--- config.mk ---
export PLATFORM = sky130hd
export DESIGN_NAME = tgr_emit_flat
export DESIGN_NICKNAME = d
export VERILOG_FILES = /design/src/rtl/tgr_pkg.sv /design/src/rtl/tgr_pix_if.sv /design/src/rtl/tgr_emit.sv /design/src/flat_wrapper.sv
export SDC_FILE = /design/constraint.sdc
export NUM_CORES = 1
export LEC_CHECK = 0
export ABC_AREA = 1
export BUFFER_PORTS_ARGS = -buffer_cell sky130_fd_sc_hd__buf_2
export CAP_MARGIN = 30
export CORE_MARGIN = 4
export CORE_UTILIZATION = 45
export CTS_CLUSTER_DIAMETER = 60
export DETAILED_ROUTE_END_ITERATION = 8
export HOLD_SLACK_MARGIN = 0.08
export PLACE_DENSITY = 0.74
export SYNTH_ARGS = -nofsm -noshare
export SYNTH_HDL_FRONTEND = slang
export SYNTH_SLANG_ARGS = --single-unit
--- constraint.sdc ---
create_clock -name clk -period 14 [get_ports clk]
set_input_delay 4.2 -clock clk [delete_from_list [all_inputs] [get_ports clk]]
set_output_delay 4.2 -clock clk [all_outputs]
set_load 0.005 [all_outputs]
--- src/rtl/tgr_pkg.sv ---
// Shared types, constants and helpers for the text glyph row renderer.
`default_nettype none
package tgr_pkg;

    localparam int GLYPH_COUNT = 256;
    localparam int FONT_ROWS   = 16;
    localparam int COORD_BITS  = 13;

    localparam int STORE_DEPTH = GLYPH_COUNT * FONT_ROWS;
    localparam int ADDR_W      = $clog2(STORE_DEPTH);
    localparam int COORD_W     = 13;
    localparam int COLOR_W     = 32;
    localparam int CFG_DATA_W  = 32;
    localparam int CFG_IDX_W   = 3;

    localparam logic [COORD_W-1:0] COORD_MASK =
        (COORD_BITS >= COORD_W) ? {COORD_W{1'b1}} : COORD_W'((1 << COORD_BITS) - 1);

    typedef enum logic
    {
        MODE_LOAD = 1'b0,
        MODE_DRAW = 1'b1
    } mode_t;

    typedef enum logic [CFG_IDX_W-1:0]
    {
        CFG_ORIGIN_X      = 3'd0,
        CFG_ORIGIN_Y      = 3'd1,
        CFG_SCALE_SHIFT   = 3'd2,
        CFG_NINTH_COLUMN  = 3'd3,
        CFG_KEY_COLOR     = 3'd4,
        CFG_CANVAS_ENABLE = 3'd5,
        CFG_GRID_COLUMNS  = 3'd6,
        CFG_GRID_ROWS     = 3'd7
    } cfg_idx_t;

    typedef struct packed
    {
        logic [COORD_W-1:0] origin_x;
        logic [COORD_W-1:0] origin_y;
        logic [1:0]         scale_shift;
        logic               ninth_column;
        logic [COLOR_W-1:0] key_color;
        logic               canvas_enable;
        logic [7:0]         grid_columns;
        logic [7:0]         grid_rows;
    } cfg_t;

    // Context of one draw request between the font fetch and the pixel emitter
    typedef struct packed
    {
        logic [COLOR_W-1:0] foreground;
        logic [COLOR_W-1:0] background;
        logic [COORD_W-1:0] base_x;
        logic [COORD_W-1:0] pixel_y;
        logic               code_ok;
        logic               ninth_repeat;
    } ctx_t;

    // Scale code three saturates to 4x
    function automatic logic [1:0] eff_shift(input logic [1:0] scale_shift);
        return (scale_shift == 2'd3) ? 2'd2 : scale_shift;
    endfunction

    // Scaled cell width in pixels: 8, 9, 16, 18, 32 or 36
    function automatic logic [5:0] cell_width(input cfg_t cfg);
        logic [5:0] fcols;
        fcols = 6'd8 + {5'd0, cfg.ninth_column};
        return fcols << eff_shift(cfg.scale_shift);
    endfunction

endpackage
`default_nettype wire

--- src/rtl/tgr_pix_if.sv ---
// Result channel: one rendered pixel.
`default_nettype none
interface tgr_pix_if;
    logic        valid;
    logic        ready;
    logic [12:0] pixel_x;
    logic [12:0] pixel_y;
    logic [31:0] color;
    logic        from_canvas;
    logic        last_pixel;

    modport source
    (
        output valid, pixel_x, pixel_y, color, from_canvas, last_pixel,
        input  ready
    );

    modport sink
    (
        input  valid, pixel_x, pixel_y, color, from_canvas, last_pixel,
        output ready
    );
endinterface
`default_nettype wire

--- src/rtl/tgr_emit.sv ---
// Pixel emitter: walks one font row out as scaled pixels into the output register.
`default_nettype none
module tgr_emit (
    input  wire logic          clk,
    input  wire logic          rst_n,
    input  wire tgr_pkg::cfg_t cfg,
    input  wire logic          ctx_valid,
    input  wire tgr_pkg::ctx_t ctx,
    input  wire logic [7:0]    font_row,
    output logic               take,
    tgr_pix_if.source          pix
);

    logic                         active_reg;
    logic                         active_next;
    logic [5:0]                   gx_reg;
    logic [5:0]                   gx_next;
    logic [7:0]                   bits_reg;
    tgr_pkg::ctx_t                item_reg;
    logic                         out_valid_reg;
    logic                         out_valid_next;
    logic [tgr_pkg::COORD_W-1:0]  out_x_reg;
    logic [tgr_pkg::COORD_W-1:0]  out_y_reg;
    logic [tgr_pkg::COLOR_W-1:0]  out_color_reg;
    logic                         out_canvas_reg;
    logic                         out_last_reg;

    logic                         adv;
    logic                         last;
    logic [5:0]                   cell_w;
    logic [3:0]                   fx;
    logic                         bit_set;
    logic [tgr_pkg::COLOR_W-1:0]  color_sel;
    logic [tgr_pkg::COORD_W-1:0]  x_pos;

    always_comb
    begin
        cell_w    = tgr_pkg::cell_width(cfg);
        last      = (gx_reg == cell_w - 6'd1);
        adv       = active_reg && (!out_valid_reg || pix.ready);
        take      = ctx_valid && (!active_reg || (adv && last));
        fx        = 4'(gx_reg >> tgr_pkg::eff_shift(cfg.scale_shift));
        bit_set   = fx[3] ? (item_reg.ninth_repeat && bits_reg[0]) : bits_reg[~fx[2:0]];
        color_sel = bit_set ? item_reg.foreground : item_reg.background;
        x_pos     = (item_reg.base_x + tgr_pkg::COORD_W'(gx_reg)) & tgr_pkg::COORD_MASK;

        active_next = active_reg;
        gx_next     = gx_reg;
        if (take)
        begin
            active_next = 1'b1;
            gx_next     = 6'd0;
        end
        else if (adv)
        begin
            active_next = !last;
            gx_next     = gx_reg + 6'd1;
        end

        out_valid_next = out_valid_reg;
        if (adv)
        begin
            out_valid_next = 1'b1;
        end
        else if (pix.ready)
        begin
            out_valid_next = 1'b0;
        end
    end

    always_ff @(posedge clk or negedge rst_n)
    begin
        if (!rst_n)
        begin
            active_reg    <= 1'b0;
            gx_reg        <= 6'd0;
            out_valid_reg <= 1'b0;
        end
        else
        begin
            active_reg    <= active_next;
            gx_reg        <= gx_next;
            out_valid_reg <= out_valid_next;
        end
    end

    always_ff @(posedge clk)
    begin
        if (take)
        begin
            item_reg <= ctx;
            // An out-of-range code draws as an all-clear glyph
            bits_reg <= ctx.code_ok ? font_row : 8'd0;
        end
        if (adv)
        begin
            out_x_reg      <= x_pos;
            out_y_reg      <= item_reg.pixel_y;
            out_color_reg  <= color_sel;
            out_canvas_reg <= cfg.canvas_enable && (color_sel == cfg.key_color);
            out_last_reg   <= last;
        end
    end

    assign pix.valid       = out_valid_reg;
    assign pix.pixel_x     = out_x_reg;
    assign pix.pixel_y     = out_y_reg;
    assign pix.color       = out_color_reg;
    assign pix.from_canvas = out_canvas_reg;
    assign pix.last_pixel  = out_last_reg;

`ifndef SYNTHESIS
    a_count_in_cell: assert property (@(posedge clk) disable iff (!rst_n)
        active_reg |-> (gx_reg < cell_w))
        else $error("pixel counter ran past the cell width");

    a_advance_fills_output: assert property (@(posedge clk) disable iff (!rst_n)
        adv |=> pix.valid)
        else $error("advanced pixel did not reach the output register");

    a_take_only_when_free: assert property (@(posedge clk) disable iff (!rst_n)
        take |-> (!active_reg || (adv && last)))
        else $error("new line taken while a line is still being emitted");
`endif

endmodule
`default_nettype wire

--- src/flat_wrapper.sv ---
// flat-port wrapper written by rule: the top's interface ports become plain ports
module tgr_emit_flat 
  (clk, rst_n, cfg, ctx_valid, ctx, font_row, take, pix_valid, pix_pixel_x, pix_pixel_y, pix_color, pix_from_canvas, pix_last_pixel, pix_ready);
  tgr_pix_if pix_i ();
  input  wire logic clk;
  input  wire logic rst_n;
  input  wire tgr_pkg::cfg_t cfg;
  input  wire logic ctx_valid;
  input  wire tgr_pkg::ctx_t ctx;
  input  wire logic [7:0] font_row;
  output logic take;
  output wire logic [$bits(pix_i.valid)-1:0] pix_valid;
  output wire logic [$bits(pix_i.pixel_x)-1:0] pix_pixel_x;
  output wire logic [$bits(pix_i.pixel_y)-1:0] pix_pixel_y;
  output wire logic [$bits(pix_i.color)-1:0] pix_color;
  output wire logic [$bits(pix_i.from_canvas)-1:0] pix_from_canvas;
  output wire logic [$bits(pix_i.last_pixel)-1:0] pix_last_pixel;
  input wire logic [$bits(pix_i.ready)-1:0] pix_ready;
  assign pix_valid = pix_i.valid;
  assign pix_pixel_x = pix_i.pixel_x;
  assign pix_pixel_y = pix_i.pixel_y;
  assign pix_color = pix_i.color;
  assign pix_from_canvas = pix_i.from_canvas;
  assign pix_last_pixel = pix_i.last_pixel;
  assign pix_i.ready = pix_ready;
  tgr_emit u_core (.clk(clk), .rst_n(rst_n), .cfg(cfg), .ctx_valid(ctx_valid), .ctx(ctx), .font_row(font_row), .take(take), .pix(pix_i));
endmodule
==> flow_metrics.tcl <==
set metrics [dict create \
    status "finished, final reports clean" \
    drive_gt1_share_pct 31.2 \
    place.gp.congestion 0.847 \
    syn_area_per_cell_um2 11.6 \
    clk_pin_slew_ns 0.06 \
    final_cell_mix "201 x buf_2, 168 x nand2_1, 159 x edfxtp_1" \
    final_core_util_pct 58.0 \
    wl_per_cell_um 15.0 \
    cp.required_ns 9.80 \
    synth_top_family_by_area "simple AND/OR/NAND/NOR gates" \
    cap_violations 0 \
    hpwl_um 11500 \
    vias_per_cell 4.66 \
    clk_latency_ns 0.42 \
    die_height_um 134 \
    largest_reg_flops 91 \
    wirelength_um 15800 \
    mostFrequentLayoutCell "buf_2" \
    post_cts_buffers 0 \
    fin_nets 1021 \
    synthSimpleGateAreaFrac_pct 19.2 \
    powerDensity_mw_per_mm2 184 \
    ctsHoldBuffers 0 \
    ys_types 32 \
    grt_max_degree 77 \
    tns_ns 0 \
    busiest_layer "met2" \
    worst_pin_slew_ns 0.937 \
    start_util_pct 46.5 \
    grt-ovfl-total 0 \
    postRouteAntennaNets 0 \
    first_global_vias 4663 \
    pre_cts_slack_ns 3.38 \
    startpoint_type "input port" \
    rows 45 \
    antenna_found_initial 0 \
    syn_to_final_growth_pct 24.9 \
    cts_sinks 167 \
    grt_pass1_wl_um 24000 \
    hp-class "register to register" \
    drt-initial-drc-count 260 \
    dieArea_mm2 0.0180 \
    grtUsageMet1_pct 22.6 \
    fmax_ghz 0.0943 \
    synth_compound_area_share_pct 1.78 \
    path_cells "buf_2 -> nor2_4 -> nand2_1 -> ha_1 -> xor2_1 -> nand3_1 -> nor4_1 -> nand2_1 -> nand2_1 -> nand2_1 -> inv_4 -> buf_2" \
    crit_type "input port to primary output" \
    crit_fanout 30 \
    crit_slowest_cell "nor4_1" \
    slew_violations 0 \
    port_buffers 201 \
    core-area_mm2 0.0154 \
    die_w_um 134 \
    use_met3_pct 3.49 \
    cpMostUsedCell "nand2_1" \
    crit_path_max_incr_delay_ns 0.38 \
    finalSetupViolCount 0 \
    synth_seq_area_share_pct 69.4 \
    vdd_drop_max_mv 0.116 \
    muxShareOfSynthArea_pct 0 \
    finalWorstSetupSlack_ns 3.40 \
    htreeDepth 4 \
    root_buffer "clkbuf_16" \
    yosys_warnings 0 \
    diodes 0 \
    first_pass_iters 5 \
    worstPathArrival_ns 6.40 \
    gr-usage-met2_pct 30.4 \
    cts_resized 0 \
    vias 4916 \
    period_minus_slack_ns 10.60 \
    synth_xor_area_share_pct 2.57 \
    finalHoldViolCount 0 \
    synthAdderAreaFrac_pct 1.68 \
    ctsLongestPathBuffers 2 \
    grt_usage_pct 17.7 \
    cts_made_buffers 17 \
    syn-cell-area_mm2 0.00717 \
    rsz0062_at_grt "no" \
    finClkSkew_ns 0.00845 \
    cp-end-kind "primary output" \
    drc 0 \
    final.period_utilization_pct 75.7 \
    syn_inst 618 \
    slew_headroom_pct 37.6 \
    syn_nets 809 \
    cts_tree "built" \
    power.leakage_nw 4.07 \
    ios 244 \
    ys_ff_latch 167 \
]
==> per-stage QoR <==
step	cells	total power, mW	area [um^2]	hold slack (ns)
after floorplan	618	1.04	7170	0.400
after global placement	1022	1.20	8390	0.402
after detailed placement	1022	1.21	8390	0.405
after CTS	1054	1.66	8950	0.418
after global routing	1054	1.75	8950	0.420
final	1054	1.64	8950	0.418
==> layout make-up <==
type                            instances  area [um^2]
Sequential cell                       167         4970
Clock buffer                           18          429
Clock inverter                         14          135
Tap cell                              211          264
Inverter                               83          314
Timing Repair Buffer                  204         1030
Multi-Input combinational cell        357         1810
Fill cell                            1335         6480
==> report_power, final <==
group / internal [mW] / total, mW / switching, mW
registers: 0.673 / 0.711 / 0.0374
clock network: 0.261 / 0.449 / 0.188
logic: 0.170 / 0.483 / 0.313
total: 1.10 / 1.64 / 0.539
==> synthesized netlist by cell type <==
cell | count | area [um^2]
nor2_1 | 27 | 101
clkbuf_1 | 2 | 7.51
inv_2 | 4 | 15.0
nand3_1 | 70 | 350
xnor2_1 | 6 | 52.6
buf_4 | 2 | 15.0
xor2_1 | 15 | 131
inv_1 | 79 | 297
fa_1 | 1 | 20.0
o21ai_1 | 6 | 30.0
nor2_4 | 2 | 22.5
nand3_4 | 1 | 17.5
o21ai_0 | 4 | 20.0
o22ai_1 | 1 | 6.26
o21ai_2 | 2 | 17.5
o21bai_1 | 1 | 7.51
a21oi_1 | 8 | 40.0
nand3_2 | 3 | 30.0
nand2_1 | 168 | 631
edfxtp_1 | 159 | 4770
a31oi_1 | 1 | 6.26
dfrtp_1 | 8 | 200
buf_6 | 3 | 33.8
nor4_1 | 2 | 12.5
nand2_4 | 2 | 22.5
nand2_2 | 14 | 87.6
nor3_1 | 2 | 10.0
and3_1 | 1 | 6.26
nand4_1 | 6 | 37.5
nand3b_1 | 6 | 45.0
ha_1 | 8 | 100
buf_2 | 4 | 20.0
==> per-layer routing <==
metal	part of all wire, %	vias up
li1	-	2501
met1	43	2246
met2	51	154
met3	5.2	15
met4	1.4	0
met5	0	-
==> cell families after synthesis <==
logic type               after synthesis
AO/OA/AOI/OAI                         23
XOR/XNOR                              21
adder cells (fa/ha/maj)                9
buffers and inverters                 94
flip-flops                           167
AND/OR/NAND/NOR                      304
==> path summary, 6_finish.rpt <==
check                                             start                               end  slack (ns)  cells past startpoint
max in group asynchronous                         rst_n      u_core.gx_reg[0]$_DFFE_PN0P_       10.20                      1
hold / removal             u_core.item_reg[7]$_DFFE_PP_   u_core.pix.pixel_y[5]$_DFFE_PP_        0.42                      0
setup / recovery                                cfg[51]                              take        3.40                     12
hold reg to reg            u_core.item_reg[7]$_DFFE_PP_   u_core.pix.pixel_y[5]$_DFFE_PP_        0.42                      0
setup reg to reg           u_core.gx_reg[1]$_DFFE_PN0P_  u_core.pix.from_canvas$_DFFE_PP_       10.89                     16
min in group asynchronous                         rst_n     u_core.active_reg$_DFFE_PN0P_        3.62                      1
==> worst max-delay path, delay by kind of cell <==
family / cells / cell delay (ns)
simple gates: 7 / 1.06
fa+ha+maj: 1 / 0.32
xor+xnor: 1 / 0.15
buf+inv: 3 / 0.68
(Power assumes the default switching activity.)
