**src/rtl/tgr_pkg.sv**
```systemverilog
// Shared types, constants and helpers for the text glyph row renderer.
`default_nettype none
package tgr_pkg;

    localparam int GLYPH_COUNT = 256;
    localparam int FONT_ROWS   = 16;
    localparam int COORD_BITS  = 13;

    localparam int STORE_DEPTH = GLYPH_COUNT * FONT_ROWS;
    localparam int ADDR_W      = $clog2(STORE_DEPTH);
    localparam int COORD_W     = 13;
    localparam int COLOR_W     = 32;
    localparam int CFG_DATA_W  = 32;
    localparam int CFG_IDX_W   = 3;

    localparam logic [COORD_W-1:0] COORD_MASK =
        (COORD_BITS >= COORD_W) ? {COORD_W{1'b1}} : COORD_W'((1 << COORD_BITS) - 1);

    typedef enum logic
    {
        MODE_LOAD = 1'b0,
        MODE_DRAW = 1'b1
    } mode_t;

    typedef enum logic [CFG_IDX_W-1:0]
    {
        CFG_ORIGIN_X      = 3'd0,
        CFG_ORIGIN_Y      = 3'd1,
        CFG_SCALE_SHIFT   = 3'd2,
        CFG_NINTH_COLUMN  = 3'd3,
        CFG_KEY_COLOR     = 3'd4,
        CFG_CANVAS_ENABLE = 3'd5,
        CFG_GRID_COLUMNS  = 3'd6,
        CFG_GRID_ROWS     = 3'd7
    } cfg_idx_t;

    typedef struct packed
    {
        logic [COORD_W-1:0] origin_x;
        logic [COORD_W-1:0] origin_y;
        logic [1:0]         scale_shift;
        logic               ninth_column;
        logic [COLOR_W-1:0] key_color;
        logic               canvas_enable;
        logic [7:0]         grid_columns;
        logic [7:0]         grid_rows;
    } cfg_t;

    // Context of one draw request between the font fetch and the pixel emitter
    typedef struct packed
    {
        logic [COLOR_W-1:0] foreground;
        logic [COLOR_W-1:0] background;
        logic [COORD_W-1:0] base_x;
        logic [COORD_W-1:0] pixel_y;
        logic               code_ok;
        logic               ninth_repeat;
    } ctx_t;

    // Scale code three saturates to 4x
    function automatic logic [1:0] eff_shift(input logic [1:0] scale_shift);
        return (scale_shift == 2'd3) ? 2'd2 : scale_shift;
    endfunction

    // Scaled cell width in pixels: 8, 9, 16, 18, 32 or 36
    function automatic logic [5:0] cell_width(input cfg_t cfg);
        logic [5:0] fcols;
        fcols = 6'd8 + {5'd0, cfg.ninth_column};
        return fcols << eff_shift(cfg.scale_shift);
    endfunction

endpackage
`default_nettype wire

```
**src/rtl/tgr_req_if.sv**
```systemverilog
// Request channel: one load or draw item.
`default_nettype none
interface tgr_req_if;
    logic        valid;
    logic        ready;
    logic        mode;
    logic [7:0]  code;
    logic [5:0]  line;
    logic [7:0]  font_byte;
    logic [31:0] foreground;
    logic [31:0] background;
    logic [7:0]  column;
    logic [7:0]  row;

    modport source
    (
        output valid, mode, code, line, font_byte, foreground, background, column, row,
        input  ready
    );

    modport sink
    (
        input  valid, mode, code, line, font_byte, foreground, background, column, row,
        output ready
    );
endinterface
`default_nettype wire

```
**src/rtl/tgr_fetch.sv**
```systemverilog
// Request stage: font store writes, draw checks, font row read and cell geometry.
`default_nettype none
module tgr_fetch (
    input  wire logic                         clk,
    input  wire logic                         rst_n,
    tgr_req_if.sink                           req,
    input  wire tgr_pkg::cfg_t                cfg,
    input  wire logic                         take,
    output logic                              ram_we,
    output logic      [tgr_pkg::ADDR_W-1:0]   ram_waddr,
    output logic      [7:0]                   ram_wdata,
    output logic                              ram_re,
    output logic      [tgr_pkg::ADDR_W-1:0]   ram_raddr,
    output logic                              ctx_valid,
    output tgr_pkg::ctx_t                     ctx
);

    logic                         s1_valid_reg;
    logic                         s1_valid_next;
    tgr_pkg::ctx_t                ctx_reg;
    tgr_pkg::ctx_t                ctx_next;
    logic                         accept;
    logic                         draw_ok;
    logic                         code_ok;
    logic [1:0]                   sh;
    logic [5:0]                   frow;
    logic [5:0]                   cell_w;
    logic [6:0]                   cell_h;
    logic [13:0]                  col_off;
    logic [14:0]                  row_off;
    logic [tgr_pkg::COORD_W-1:0]  base_x;
    logic [tgr_pkg::COORD_W-1:0]  py;

    assign req.ready = !s1_valid_reg || take;
    assign accept    = req.valid && req.ready;

    always_comb
    begin
        sh      = tgr_pkg::eff_shift(cfg.scale_shift);
        frow    = req.line >> sh;
        cell_w  = tgr_pkg::cell_width(cfg);
        cell_h  = 7'(tgr_pkg::FONT_ROWS) << sh;
        code_ok = {1'b0, req.code} < 9'(tgr_pkg::GLYPH_COUNT);
        col_off = 14'(req.column) * 14'(cell_w);
        row_off = 15'(req.row) * 15'(cell_h);
        base_x  = (cfg.origin_x + col_off[tgr_pkg::COORD_W-1:0]) & tgr_pkg::COORD_MASK;
        py      = (cfg.origin_y + row_off[tgr_pkg::COORD_W-1:0]
                   + tgr_pkg::COORD_W'(req.line)) & tgr_pkg::COORD_MASK;
        draw_ok = (req.mode == tgr_pkg::MODE_DRAW)
                  && (req.column < cfg.grid_columns)
                  && (req.row < cfg.grid_rows)
                  && (frow < 6'(tgr_pkg::FONT_ROWS));

        ram_we    = accept && (req.mode == tgr_pkg::MODE_LOAD)
                    && (req.line < 6'(tgr_pkg::FONT_ROWS)) && code_ok;
        ram_waddr = tgr_pkg::ADDR_W'(tgr_pkg::ADDR_W'(req.code) * tgr_pkg::ADDR_W'(tgr_pkg::FONT_ROWS)
                    + tgr_pkg::ADDR_W'(req.line));
        ram_wdata = req.font_byte;
        ram_re    = accept && draw_ok;
        ram_raddr = tgr_pkg::ADDR_W'(tgr_pkg::ADDR_W'(req.code) * tgr_pkg::ADDR_W'(tgr_pkg::FONT_ROWS)
                    + tgr_pkg::ADDR_W'(frow));

        ctx_next              = ctx_reg;
        ctx_next.foreground   = req.foreground;
        ctx_next.background   = req.background;
        ctx_next.base_x       = base_x;
        ctx_next.pixel_y      = py;
        ctx_next.code_ok      = code_ok;
        ctx_next.ninth_repeat = (req.code[7:5] == 3'b110);

        s1_valid_next = s1_valid_reg;
        if (accept)
        begin
            s1_valid_next = draw_ok;
        end
        else if (take)
        begin
            s1_valid_next = 1'b0;
        end
    end

    always_ff @(posedge clk or negedge rst_n)
    begin
        if (!rst_n)
        begin
            s1_valid_reg <= 1'b0;
        end
        else
        begin
            s1_valid_reg <= s1_valid_next;
        end
    end

    always_ff @(posedge clk)
    begin
        if (ram_re)
        begin
            ctx_reg <= ctx_next;
        end
    end

    assign ctx_valid = s1_valid_reg;
    assign ctx       = ctx_reg;

`ifndef SYNTHESIS
    a_load_leaves_stage_empty: assert property (@(posedge clk) disable iff (!rst_n)
        (accept && req.mode == tgr_pkg::MODE_LOAD) |=> !s1_valid_reg)
        else $error("load request left a draw context pending");

    a_read_fills_stage: assert property (@(posedge clk) disable iff (!rst_n)
        ram_re |=> s1_valid_reg)
        else $error("font read without a pending draw context");
`endif

endmodule
`default_nettype wire

```
**src/flat_wrapper.sv**
```systemverilog
// flat-port wrapper written by rule: the top's interface ports become plain ports
module tgr_fetch_flat 
  (clk, rst_n, cfg, take, ram_we, ram_waddr, ram_wdata, ram_re, ram_raddr, ctx_valid, ctx, req_valid, req_mode, req_code, req_line, req_font_byte, req_foreground, req_background, req_column, req_row, req_ready);
  tgr_req_if req_i ();
  input  wire logic clk;
  input  wire logic rst_n;
  input  wire tgr_pkg::cfg_t cfg;
  input  wire logic take;
  output logic ram_we;
  output logic      [tgr_pkg::ADDR_W-1:0] ram_waddr;
  output logic      [7:0] ram_wdata;
  output logic ram_re;
  output logic      [tgr_pkg::ADDR_W-1:0] ram_raddr;
  output logic ctx_valid;
  output tgr_pkg::ctx_t ctx;
  input wire logic [$bits(req_i.valid)-1:0] req_valid;
  input wire logic [$bits(req_i.mode)-1:0] req_mode;
  input wire logic [$bits(req_i.code)-1:0] req_code;
  input wire logic [$bits(req_i.line)-1:0] req_line;
  input wire logic [$bits(req_i.font_byte)-1:0] req_font_byte;
  input wire logic [$bits(req_i.foreground)-1:0] req_foreground;
  input wire logic [$bits(req_i.background)-1:0] req_background;
  input wire logic [$bits(req_i.column)-1:0] req_column;
  input wire logic [$bits(req_i.row)-1:0] req_row;
  output wire logic [$bits(req_i.ready)-1:0] req_ready;
  assign req_i.valid = req_valid;
  assign req_i.mode = req_mode;
  assign req_i.code = req_code;
  assign req_i.line = req_line;
  assign req_i.font_byte = req_font_byte;
  assign req_i.foreground = req_foreground;
  assign req_i.background = req_background;
  assign req_i.column = req_column;
  assign req_i.row = req_row;
  assign req_ready = req_i.ready;
  tgr_fetch u_core (.clk(clk), .rst_n(rst_n), .req(req_i), .cfg(cfg), .take(take), .ram_we(ram_we), .ram_waddr(ram_waddr), .ram_wdata(ram_wdata), .ram_re(ram_re), .ram_raddr(ram_raddr), .ctx_valid(ctx_valid), .ctx(ctx));
endmodule
```
**config.mk**
```make
export PLATFORM = sky130hd
export DESIGN_NAME = tgr_fetch_flat
export DESIGN_NICKNAME = d
export VERILOG_FILES = /design/src/rtl/tgr_pkg.sv /design/src/rtl/tgr_req_if.sv /design/src/rtl/tgr_fetch.sv /design/src/flat_wrapper.sv
export SDC_FILE = /design/constraint.sdc
export NUM_CORES = 1
export LEC_CHECK = 0
export BUFFER_PORTS_ARGS = -buffer_cell sky130_fd_sc_hd__clkbuf_2
export CORE_MARGIN = 8
export CORE_UTILIZATION = 43
export DETAILED_ROUTE_END_ITERATION = 16
export HOLD_SLACK_MARGIN = 0.1
export PLACE_DENSITY = 0.86
export SLEW_MARGIN = 5
export SYNTH_ARGS = -nofsm -noshare
export SYNTH_HDL_FRONTEND = slang
export SYNTH_SLANG_ARGS = --single-unit
```
**constraint.sdc**
```tcl
create_clock -name clk -period 8.55 [get_ports clk]
set_input_delay 0.855 -clock clk [delete_from_list [all_inputs] [get_ports clk]]
set_output_delay 0.855 -clock clk [all_outputs]
set_load 0.02 [all_outputs]
```
==> results of run 1 <==
[cell families (layout without fill, tap and decap cells)]
| kind of cell | count (synthesis) | in the layout | share of synthesized area (%) |
|---|---|---|---|
| AO/OA/AOI/OAI | 46 | 46 | 4.41 |
| XOR/XNOR | 38 | 38 | 4.91 |
| adder cells (fa/ha/maj) | 132 | 132 | 29.9 |
| buffers and inverters | 136 | 392 | 8.27 |
| flip-flops | 92 | 92 | 40.7 |
| multiplexers | 6 | 6 | 0.886 |
| other | 1 | 3 | 0.0553 |
| AND/OR/NAND/NOR | 142 | 142 | 10.9 |
[power groups by stage]
stage | Combinational (W) | Clock [W] | Sequential (W)
floorplan | 0.000330 | 0 | 0.000595
global placement | 0.000484 | 0 | 0.000559
detailed placement | 0.000504 | 0 | 0.000561
CTS | 0.000509 | 0.000390 | 0.000551
global route | 0.000568 | 0.000405 | 0.000553
finish | 0.000505 | 0.000379 | 0.000551
[metrics by stage]
step	utilization [%]	instances	area (um^2)	hold slack (ps)
2_1_floorplan	-	593	6780	559
3_3_place_gp	52.7	1049	8250	540
3_5_place_dp	52.7	1049	8250	542
4_1_cts	54.6	1065	8550	267
5_1_grt	54.6	1067	8550	270
6_report	54.6	1067	8550	280
[cells in the mapped netlist, drive strengths merged, types with 3 or more instances]
cell type  count  share of area [%]
a211oi         3               0.41
nand4          9               0.83
a21o           8               0.90
nand3         10               0.74
fa            50                 15
buf           14                1.5
ha            82                 15
nor2b          5               0.46
xnor2         25                3.2
nor2          27                1.5
and2          29                2.7
clkbuf        11               0.61
xor2          13                1.7
a21oi         14                1.0
nand2b         3               0.28
o21ai         10               0.74
nand2         30                1.7
edfxtp        91                 40
inv          111                6.1
mux2i          6               0.89
nor3           6               0.44
and3          19                1.8
[cell type report]
class	instances	area (um^2)
timing repair buffer	265	1330
tap	216	270
inverter	111	417
clock buffer	9	225
fill	1363	7100
antenna	2	5.00
clock inverter	7	72.6
multi-input combinational	365	3470
sequential	92	2760
[worst min-delay path by stage]
stage                                  end  cells past startpoint              from  slack, ps
after floorplan           u_core.ctx_valid                      0             rst_n        560
after global placement    u_core.ctx_valid                      2  u_core.ctx_valid        540
after detailed placement  u_core.ctx_valid                      2  u_core.ctx_valid        540
after CTS                 u_core.ctx_valid                      1             rst_n        270
after global routing      u_core.ctx_valid                      1             rst_n        270
final                     u_core.ctx_valid                      1             rst_n        280
[layer usage]
| metal | vias to the layer above | share of wire (%) | wire length, um | GRT usage, % |
|---|---|---|---|---|
| li1 | 2463 | - | - | - |
| met1 | 2415 | 39 | 6690 | 18.6 |
| met2 | 196 | 52 | 8960 | 31.8 |
| met3 | 14 | 7.9 | 1360 | 4.67 |
| met4 | 0 | 1.7 | 303 | 5.48 |
| met5 | - | 0 | 0 | 0 |
[placed cells by master, fill, tap and decap left out, types with 2 or more instances in the layout]
master     count
a211oi_1       2
a21o_1         7
a21oi_1       14
a22oi_1        2
and2_1        29
and3_1        19
buf_4          3
clkbuf_16      9
clkbuf_2     262
clkinv_4       3
diode_2        2
edfxtp_1      91
fa_1          50
ha_1          82
inv_1        111
inv_8          2
mux2i_1        6
nand2_1       30
nand2b_1       3
nand3_1       10
nand4_1        9
nor2_1        27
nor2b_1        5
nor3_1         5
o21ai_0       10
o21bai_1       2
xnor2_1       25
xor2_1        13
[critical path, delay by kind of cell]
kind,cells,cell delay (ps)
compound gates,3,460
xor+xnor,1,100
fa+ha+maj,5,2410
buf+inv,3,740
simple gates,3,1150
==> summary.txt, run 1 <==
Power and ir drop
  • Logic pwr share: 35.2%
  • Tot Pwr: 0.00143 W
  • Sw Share: 32.8%
  • PwrDens: 168 mW/mm^2
  • Clk pwr share: 26.4%
  • Pleak: 4.35 nW
  • Peak VDD IR: 104 uV
  • Sequential Power Share: 38.4%
  • Internal power: 0.000963 W
  • Net switching power: 0.000471 W

Outcome
  • Status: finished, final reports clean

CTS
  • TritonCTS clock tree: yes
  • CTS root buf: clkbuf_16
  • Post-CTS Setup Bufs: 0
  • Worst skew pair latency: 330 ps
  • Post_cts resized: 0
  • CTS Sinks: 92
  • Clock transition at path regs: 70 ps
  • Hold buffer count at CTS: 0
  • Cts bufs inserted: 9
  • Clock buffer depth: 2
  • CTS H-tree lvls: 3

Floorplan
  • Die width: 142 um
  • Die area: 0.0200 mm^2
  • Die extent in y: 142 um
  • Initial core utilization: 43.3%
  • FP Rows: 46
  • Top Ports: 313
  • Core area: 0.0157 mm^2

Setup path
  • CP endpoint: u_core.ctx[26]
  • Startpoint class of the critical path: input pin
  • Critical path's most frequent cell: fa_1
  • Critical path launch point: cfg[51]
  • Worst setup path category: in2reg
  • R2R depth: 6
  • Crit path arrival time: 5740 ps
  • Critical R2R Launch: u_core.ctx_valid
  • Reg2reg setup slack: 5750 ps
  • CP max stage delay: 600 ps
  • Worst-path maximum fanout: 34
  • FF-to-FF End: u_core.ctx[60]
  • Setup crit end kind: flip-flop
  • CP Cell Sequence: clkbuf_2 > nor2b_1 > buf_4 > nand2_1 > fa_1 > fa_1 > inv_1 > fa_1 > fa_1 > ha_1 > o21ai_0 > o21bai_1 > or4_4 > a221oi_2 > xnor2_1
  • Worst EP required: 8630 ps
  • Slowest cell on the critical path: nor2b_1

STA
  • Clock Skews: 10.1 ps
  • Slew HR: 33.2%
  • Max Fclk: 0.177 GHz
  • Crit path time final: 5650 ps
  • Final period util: 66.1%
  • Final setup viols: 0
  • Setup_tns: 0 ps
  • Setup WS post-layout: 2900 ps
  • RSZ-0062 raised after global routing: false
  • Max Slew Vio Count: 0
  • Final Hold Fails: 0
  • Worst-Margin Slew: 1000 ps

Place
  • Pre-CTS setup slack: 2570 ps
  • Gp weighted congestion: 0.823
  • HPWL after DPL: 15.0 mm
  • I/O Buffers: 262

Job
  • Max cap viols: 0

Route
  • Residual DRC count: 0
  • Routed wire length: 17.3 mm
  • Total vias in the final route: 5088
  • Routed Antenna Nets: 0
  • Detailed Route Iter0 Violations: 177
  • Routed WL per cell: 16.2 um
  • First-pass DRT Iterations: 4
  • Vias per std cell: 4.77

Yosys
  • Yosys warning count: 0
  • FF+latch count, synth: 92
  • Async set or reset register ratio after synthesis: 1.09%
  • Synth Instances: 593
  • Post-synthesis net count: 910
  • Post-synthesis sequential area ratio: 40.7%
  • Synth Flop Type: edfxtp_1
  • Post-Syn Area: 0.00678 mm^2
  • Synth unique cells: 40
  • Post-synth EDFFs: 91
  • Syn Area/Cell: 11.4 um^2

Final layout
  • Synthesis-to-finish area growth: 26.2%
  • Final net count: 1161
  • Share of cells above drive strength 1: 33.7%
  • Number of flip-flops in the largest register: 91

GRT
  • Initial antenna violation count: 2
  • Global Route Usage Sum: 17.2%
  • Largest net degree at the start of global routing: 84
  • GRT Residual Overflow: 0
  • First-pass GRT wire length: 27.4 mm
  • Vias in the first global route: 5650

Hold path
  • Hold crit path type: in2async
Note: power is estimated with default switching activity, not from simulation.
==> run 2, diff against run 1 <==
CORE_UTILIZATION = 48   (was 43)
PLACE_DENSITY = 0.91   (was 0.86)
clock period = 5.7 ns   (was 8.55 ns; I/O delays follow)
==> run 2 against run 1 <==
Critical path depth up 1. Clock skew up 0.78 ps. First-iteration DRC count up 65%. Final cell count down 3.0%. Die area down 9.3%. Final area down 0.20%. Sequential power up 50%. Non-clock buffer count up 3. Count of clock-buffer cells in the layout unchanged. Worst hold slack better by 130 ps. Combinational power up 52%. Critical path type unchanged. Critical endpoint unchanged. Largest power group unchanged. Highest routed layer unchanged.
==> summary.txt, run 2 (same netlist as run 1, synthesis figures left out) <==
STA
  • RSZ-0062 raised after global routing: false
  • Final period util: 89.4%
  • Max Fclk: 0.196 GHz
  • Setup_tns: 0 ps (unchanged)
  • Max Slew Vio Count: 0 (unchanged)
  • Worst-Margin Slew: 868 ps (-133 ps)
  • Clock Skews: 10.9 ps (+0.780 ps)
  • Final setup viols: 0 (unchanged)
  • Slew HR: 41.9% (+8.7 points)
  • Final Hold Fails: 0 (unchanged)
  • Crit path time final: 5090 ps

Floorplan
  • Initial core utilization: 49.0% (+5.7 points)
  • Die area: 0.0182 mm^2 (-9.3%)
  • Core area: 0.0138 mm^2 (-12%)
  • Top Ports: 313 (unchanged)
  • Die extent in y: 135 um (-4.7%)
  • FP Rows: 43 (-6.5%)
  • Die width: 135 um (-4.7%)

GRT
  • GRT Residual Overflow: 0 (unchanged)
  • Busiest grt layer: met2
  • Global Route Usage Sum: 19.8% (+2.6 points)
  • Met3 Use GR: 6.39% (+1.7 points)
  • Met1 Use GR: 21.5% (+2.9 points)
  • Initial antenna violation count: 3 (+1)
  • Largest net degree at the start of global routing: 84 (unchanged)
  • First-pass GRT wire length: 28.2 mm (+2.9%)
  • Vias in the first global route: 5590 (-1.1%)
  • Met2 Use GR: 35.2% (+3.4 points)

CTS
  • CTS H-tree lvls: 3 (unchanged)
  • Post_cts resized: 0 (unchanged)
  • Post-CTS Setup Bufs: 0 (unchanged)
  • CTS root buf: clkbuf_16
  • Cts bufs inserted: 9 (unchanged)
  • Clock buffer depth: 2 (unchanged)
  • Worst skew pair latency: 330 ps (about the same)
  • TritonCTS clock tree: yes
  • Clock transition at path regs: 70 ps (about the same)
  • CTS Sinks: 92 (unchanged)

Route
  • Routed WL per cell: 17.9 um (+10%)
  • Detailed Route Iter0 Violations: 292 (+65%)
  • First-pass DRT Iterations: 5 (+1)
  • Vias per std cell: 5.09 (+6.8%)
  • Routed Antenna Nets: 0 (unchanged)
  • Routed wire length: 18.5 mm (+6.7%)
  • Total vias in the final route: 5271 (+3.6%)
  • Residual DRC count: 0 (unchanged)

Final layout
  • Fill cell count: 1128 (-17%)
  • Most frequent cells in the layout: clkbuf_2 (262), inv_1 (111), edfxtp_1 (91)
  • Number of flip-flops in the largest register: 91 (unchanged)
  • Final cell count without fillers: 1035 (-3.0%)
  • Multi-input logic area: 0.00347 mm^2 (unchanged)
  • Synthesis-to-finish area growth: 25.9%
  • Final net count: 1164 (+0.26%)
  • Share of cells above drive strength 1: 33.8% (+0.12 points)
  • Register area: 0.00276 mm^2 (unchanged)
  • Commonest non-fill, non-tap cell in the layout: clkbuf_2

Power and ir drop
  • PwrDens: 253 mW/mm^2 (+51%)
  • Peak VDD IR: 133 uV (+29%)
  • Clk pwr share: 26.2% (-0.2 points)
  • Net switching power: 0.000718 W (+53%)
  • Pleak: 4.36 nW (+0.24%)
  • Internal power: 0.00144 W (+50%)
  • Sequential Power Share: 38.2% (-0.2 points)
  • Logic pwr share: 35.6% (+0.4 points)
  • Sw Share: 33.2% (+0.37 points)

Setup path
  • Setup crit end kind: flip-flop
  • CP Buf/Inv Count: 4 (+1)
  • Startpoint class of the critical path: input pin
  • Critical path's top delay family: adder cells
  • Worst-path maximum fanout: 16 (-53%)
  • CP Cell Sequence: clkbuf_2 > nor2_1 > nand3_1 > fa_1 > inv_1 > ha_1 > inv_1 > fa_1 > fa_1 > inv_1 > ha_1 > o21ai_0 > o21bai_1 > or4_4 > a221oi_2 > xnor2_1
  • Crit path arrival time: 5180 ps (-560 ps)
  • Worst setup path category: in2reg
  • Slowest cell on the critical path: nor2_1
  • CP max stage delay: 710 ps (+110 ps)
  • Worst EP required: 5780 ps (-2850 ps)

Place
  • HPWL after DPL: 15.5 mm (+3.3%)
  • I/O Buffers: 262 (unchanged)
  • Gp weighted congestion: 0.871 (+5.8%)
  • Dpl cells: 1015 (-3.2%)

Outcome
  • Status: finished, final reports clean

Hold path
  • Hold crit path type: in2reg

Job
  • Max cap viols: 0 (unchanged)
-- run 2: cell count changes in the layout (fill, tap and decap cells not counted) --
cell / previous run / this run
buf_12: 0 / 1
buf_4: 3 / 4
clkinv_2: 0 / 1
clkinv_4: 3 / 1
clkinv_8: 1 / 0
clkinvlp_4: 1 / 2
diode_2: 2 / 3
dlygate4sd3_1: 0 / 1
inv_6: 0 / 1
-- run 2: final cells by class --
class                   count  area share, %
diodes                      3         0.0880
inverters                 111           4.88
clock buffers               9           2.64
clock inverters             7          0.704
multi-input cells         365           40.7
well taps                 180           2.64
flip-flops and latches     92           32.3
repair buffers            268           16.1
-- run 2: through the flow --
stage	hold slack [ps]	util, %	total power (W)	worst slack, ps	area (um^2)
final	410	61.7	0.00216	605	8530
after global routing	399	61.7	0.00229	273	8530
after CTS	396	61.7	0.00218	684	8530
after detailed placement	348	59.5	0.00161	336	8230
after global placement	345	59.5	0.00157	433	8230
after floorplan	274	-	0.00139	767	6790
-- run 2: final timing paths --
path / slack, ps / start / cells past startpoint / endpoint
min in group asynchronous: 530 / rst_n / 2 / u_core.ctx_valid
setup reg to reg: 3230 / u_core.ctx_valid / 6 / u_core.ctx[84]
hold / removal: 410 / req_background[13] / 1 / u_core.ctx[41]
setup / recovery: 610 / cfg[50] / 16 / u_core.ctx[26]
max in group asynchronous: 5080 / rst_n / 2 / u_core.ctx_valid
hold reg to reg: 620 / u_core.ctx_valid / 2 / u_core.ctx_valid
-- run 2: what timing repair did --
item,4_1_cts,5_1_grt
setup endpoints to repair,0,0
hold buffers,1,0
endpoints found under the hold margin,1,0
-- run 2: layer usage --
metal	wire, um	vias to the layer above
met5	0	-
met4	479	0
met3	1830	27
met2	9380	245
met1	6780	2531
li1	-	2468
-- run 2: power by group through the flow --
stage / registers (W) / clock network, W / logic (W)
global placement: 0.000839 / 0 / 0.000728
CTS: 0.000827 / 0.000578 / 0.000772
floorplan: 0.000891 / 0 / 0.000495
global route: 0.000830 / 0.000601 / 0.000863
detailed placement: 0.000842 / 0 / 0.000763
finish: 0.000827 / 0.000567 / 0.000770
==> run 3, diff against run 2 <==
RECOVER_POWER = 100   (was default)
==> run 3 against run 2 <==
The flow now finishes with violations (max-capacitance violations, max-slew violations). Power is 0.75% lower. Register-to-register slack worse by 1400 ps. Core utilization is 1.4 points lower. Non-clock buffer count stayed put. Clock power hardly changed. Clock skew hardly changed. First-iteration DRC count is 4.1% higher. Combinational power is 2% lower. Count of clock-buffer cells in the layout stayed put. Via count is 0.23% higher. Largest power group unchanged.
==> summary.txt, run 3 (same netlist as run 1, synthesis figures left out) <==
Power and ir drop
  • Logic pwr share: 35.0% (-0.6 points)
  • Pleak: 3.97 nW (-8.9%)
  • Peak VDD IR: 134 uV (+0.14%)
  • PwrDens: 257 mW/mm^2 (+1.5%)
  • Internal power: 0.00143 W (-1.2%)
  • Sw Share: 33.5% (+0.32 points)
  • Clk pwr share: 26.5% (+0.3 points)
  • Sequential Power Share: 38.5% (+0.3 points)
  • Net switching power: 0.000720 W (+0.22%)

Hold path
  • WHS Endpoint: u_core.ctx[68]
  • Worst hold stages: 1 (unchanged)
  • Hold path startpoint: req_foreground[8]
  • Hold crit path type: in2reg

CTS
  • Hold buffer count at CTS: 1 (unchanged)
  • Worst skew pair latency: 330 ps (about the same)
  • Cts bufs inserted: 9 (unchanged)
  • Clock buffer depth: 2 (unchanged)
  • Post_cts resized: 0 (unchanged)
  • CTS root buf: clkbuf_16
  • TritonCTS clock tree: yes
  • Clock transition at path regs: 70 ps (about the same)
  • CTS H-tree lvls: 3 (unchanged)
  • CTS Sinks: 92 (unchanged)
  • Post-CTS Setup Bufs: 0 (unchanged)

Route
  • Routed wire length: 18.7 mm (+1.1%)
  • Routed Antenna Nets: 0 (unchanged)
  • Vias per std cell: 5.10 (+0.23%)
  • Total vias in the final route: 5283 (+0.23%)
  • First-pass DRT Iterations: 5 (unchanged)
  • Detailed Route Iter0 Violations: 304 (+4.1%)
  • Residual DRC count: 0 (unchanged)
  • Routed WL per cell: 18.0 um (+1.1%)

Setup path
  • Startpoint class of the critical path: input pin
  • Slowest cell on the critical path: nor2_1
  • Crit path arrival time: 5280 ps (+100 ps)
  • CP max stage delay: 720 ps (about the same)
  • Setup crit end kind: flip-flop
  • Reg2reg setup slack: 1850 ps (-1380 ps)
  • CP Cell Sequence: clkbuf_1 > nor2_1 > nand3_1 > fa_1 > inv_1 > ha_1 > inv_1 > fa_1 > fa_1 > inv_1 > ha_1 > o21ai_0 > o21bai_1 > or4_1 > a221oi_2 > xnor2_1
  • Worst setup path category: in2reg
  • FF-to-FF End: u_core.ctx[84]
  • Worst EP required: 5780 ps (about the same)
  • Worst-path maximum fanout: 16 (unchanged)
  • Critical R2R Launch: u_core.ctx_valid
  • R2R depth: 6 (unchanged)

Place
  • HPWL after DPL: 15.5 mm (unchanged)
  • Pre-CTS setup slack: 336 ps (unchanged)
  • Gp weighted congestion: 0.871 (unchanged)
  • I/O Buffers: 262 (unchanged)

STA
  • Final Hold Fails: 0 (unchanged)
  • Crit path time final: 5200 ps (+102 ps)
  • Slew HR: -14.7% (-57 points)
  • Max Fclk: 0.192 GHz (-2.0%)
  • RSZ-0062 raised after global routing: false
  • Final hold slack: 411 ps (+1.33 ps)
  • Max Slew Vio Count: 11 (+11)
  • Final period util: 91.2% (+1.8 points)
  • Final setup viols: 0 (unchanged)
  • Worst-Margin Slew: 1710 ps (+839 ps)
  • Setup WS post-layout: 503 ps (-102 ps)
  • Clock Skews: 11.1 ps (+0.200 ps)
  • Setup_tns: 0 ps (unchanged)

GRT
  • Initial antenna violation count: 3 (unchanged)
  • Vias in the first global route: 5590 (unchanged)
  • Largest net degree at the start of global routing: 84 (unchanged)
  • First-pass GRT wire length: 28.2 mm (unchanged)
  • GRT Residual Overflow: 0 (unchanged)
  • Global Route Usage Sum: 19.8% (unchanged)

Floorplan
  • Initial core utilization: 49.0% (unchanged)
  • Die area: 0.0182 mm^2 (unchanged)
  • Top Ports: 313 (unchanged)
  • Die extent in y: 135 um (unchanged)
  • Die width: 135 um (unchanged)
  • Core area: 0.0138 mm^2 (unchanged)
  • FP Rows: 43 (unchanged)

Final layout
  • Commonest non-fill, non-tap cell in the layout: clkbuf_2
  • Final net count: 1164 (unchanged)
  • Fill cell count: 1219 (+8.1%)
  • Number of flip-flops in the largest register: 91 (unchanged)
  • Synthesis-to-finish area growth: 23.1%
  • Most frequent cells in the layout: clkbuf_2 (135), clkbuf_1 (128), inv_1 (111)
  • Multi-input logic area: 0.00346 mm^2 (-0.43%)
  • Register area: 0.00276 mm^2 (unchanged)
  • Share of cells above drive strength 1: 18.5% (-15 points)

Job
  • Max cap viols: 1 (+1)

Outcome
  • Status: finished with violations
  • Failing checks: max-capacitance violations, max-slew violations
==> run 3: layer usage <==
layer	wire [um]	up-vias	global-route usage, %
li1	-	2469	-
met1	6890	2537	21.5
met2	9420	249	35.2
met3	1910	28	6.39
met4	467	0	7.24
met5	0	-	0
==> run 3: worst max-delay path: cells and delay by family <==
family	cells	cell delay [ps]
buf+inv	4	400
compound gates	3	650
fa+ha+maj	5	2170
simple gates	3	1370
xor+xnor	1	110
==> run 3: worst max path at each step <==
stage / start / end / cells after the start
2_1_floorplan: cfg[50] / u_core.ctx[26] / 15
3_3_place_gp: cfg[50] / u_core.ctx[26] / 14
3_5_place_dp: cfg[50] / u_core.ctx[26] / 14
4_1_cts: cfg[50] / u_core.ctx[26] / 16
5_1_grt: cfg[50] / u_core.ctx[26] / 16
6_report: cfg[50] / u_core.ctx[26] / 16
==> run 3: metrics by stage <==
stage                     cells  area [um^2]  util (%)  total power (W)
final                      1035         8340      60.3          0.00215
after global routing       1035         8340      60.3          0.00228
after CTS                  1032         8530      61.7          0.00218
after detailed placement   1015         8230      59.5          0.00161
after global placement     1015         8230      59.5          0.00157
after floorplan             593         6790         -          0.00139
==> run 3: layout make-up <==
type	instances	share of cell area, %
Clock inverter	7	0.720
Timing Repair Buffer	268	14.3
Inverter	111	4.99
Clock buffer	9	2.70
Tap cell	180	2.70
Multi-Input combinational cell	365	41.4
Sequential cell	92	33.0
Antenna cell	3	0.0900
==> run 3: power groups by stage <==
stage | Clock, W | Combinational (W) | Sequential (W)
detailed placement | 0 | 0.000763 | 0.000842
global placement | 0 | 0.000728 | 0.000839
floorplan | 0 | 0.000495 | 0.000891
CTS | 0.000578 | 0.000772 | 0.000827
global route | 0.000601 | 0.000844 | 0.000830
finish | 0.000568 | 0.000751 | 0.000827
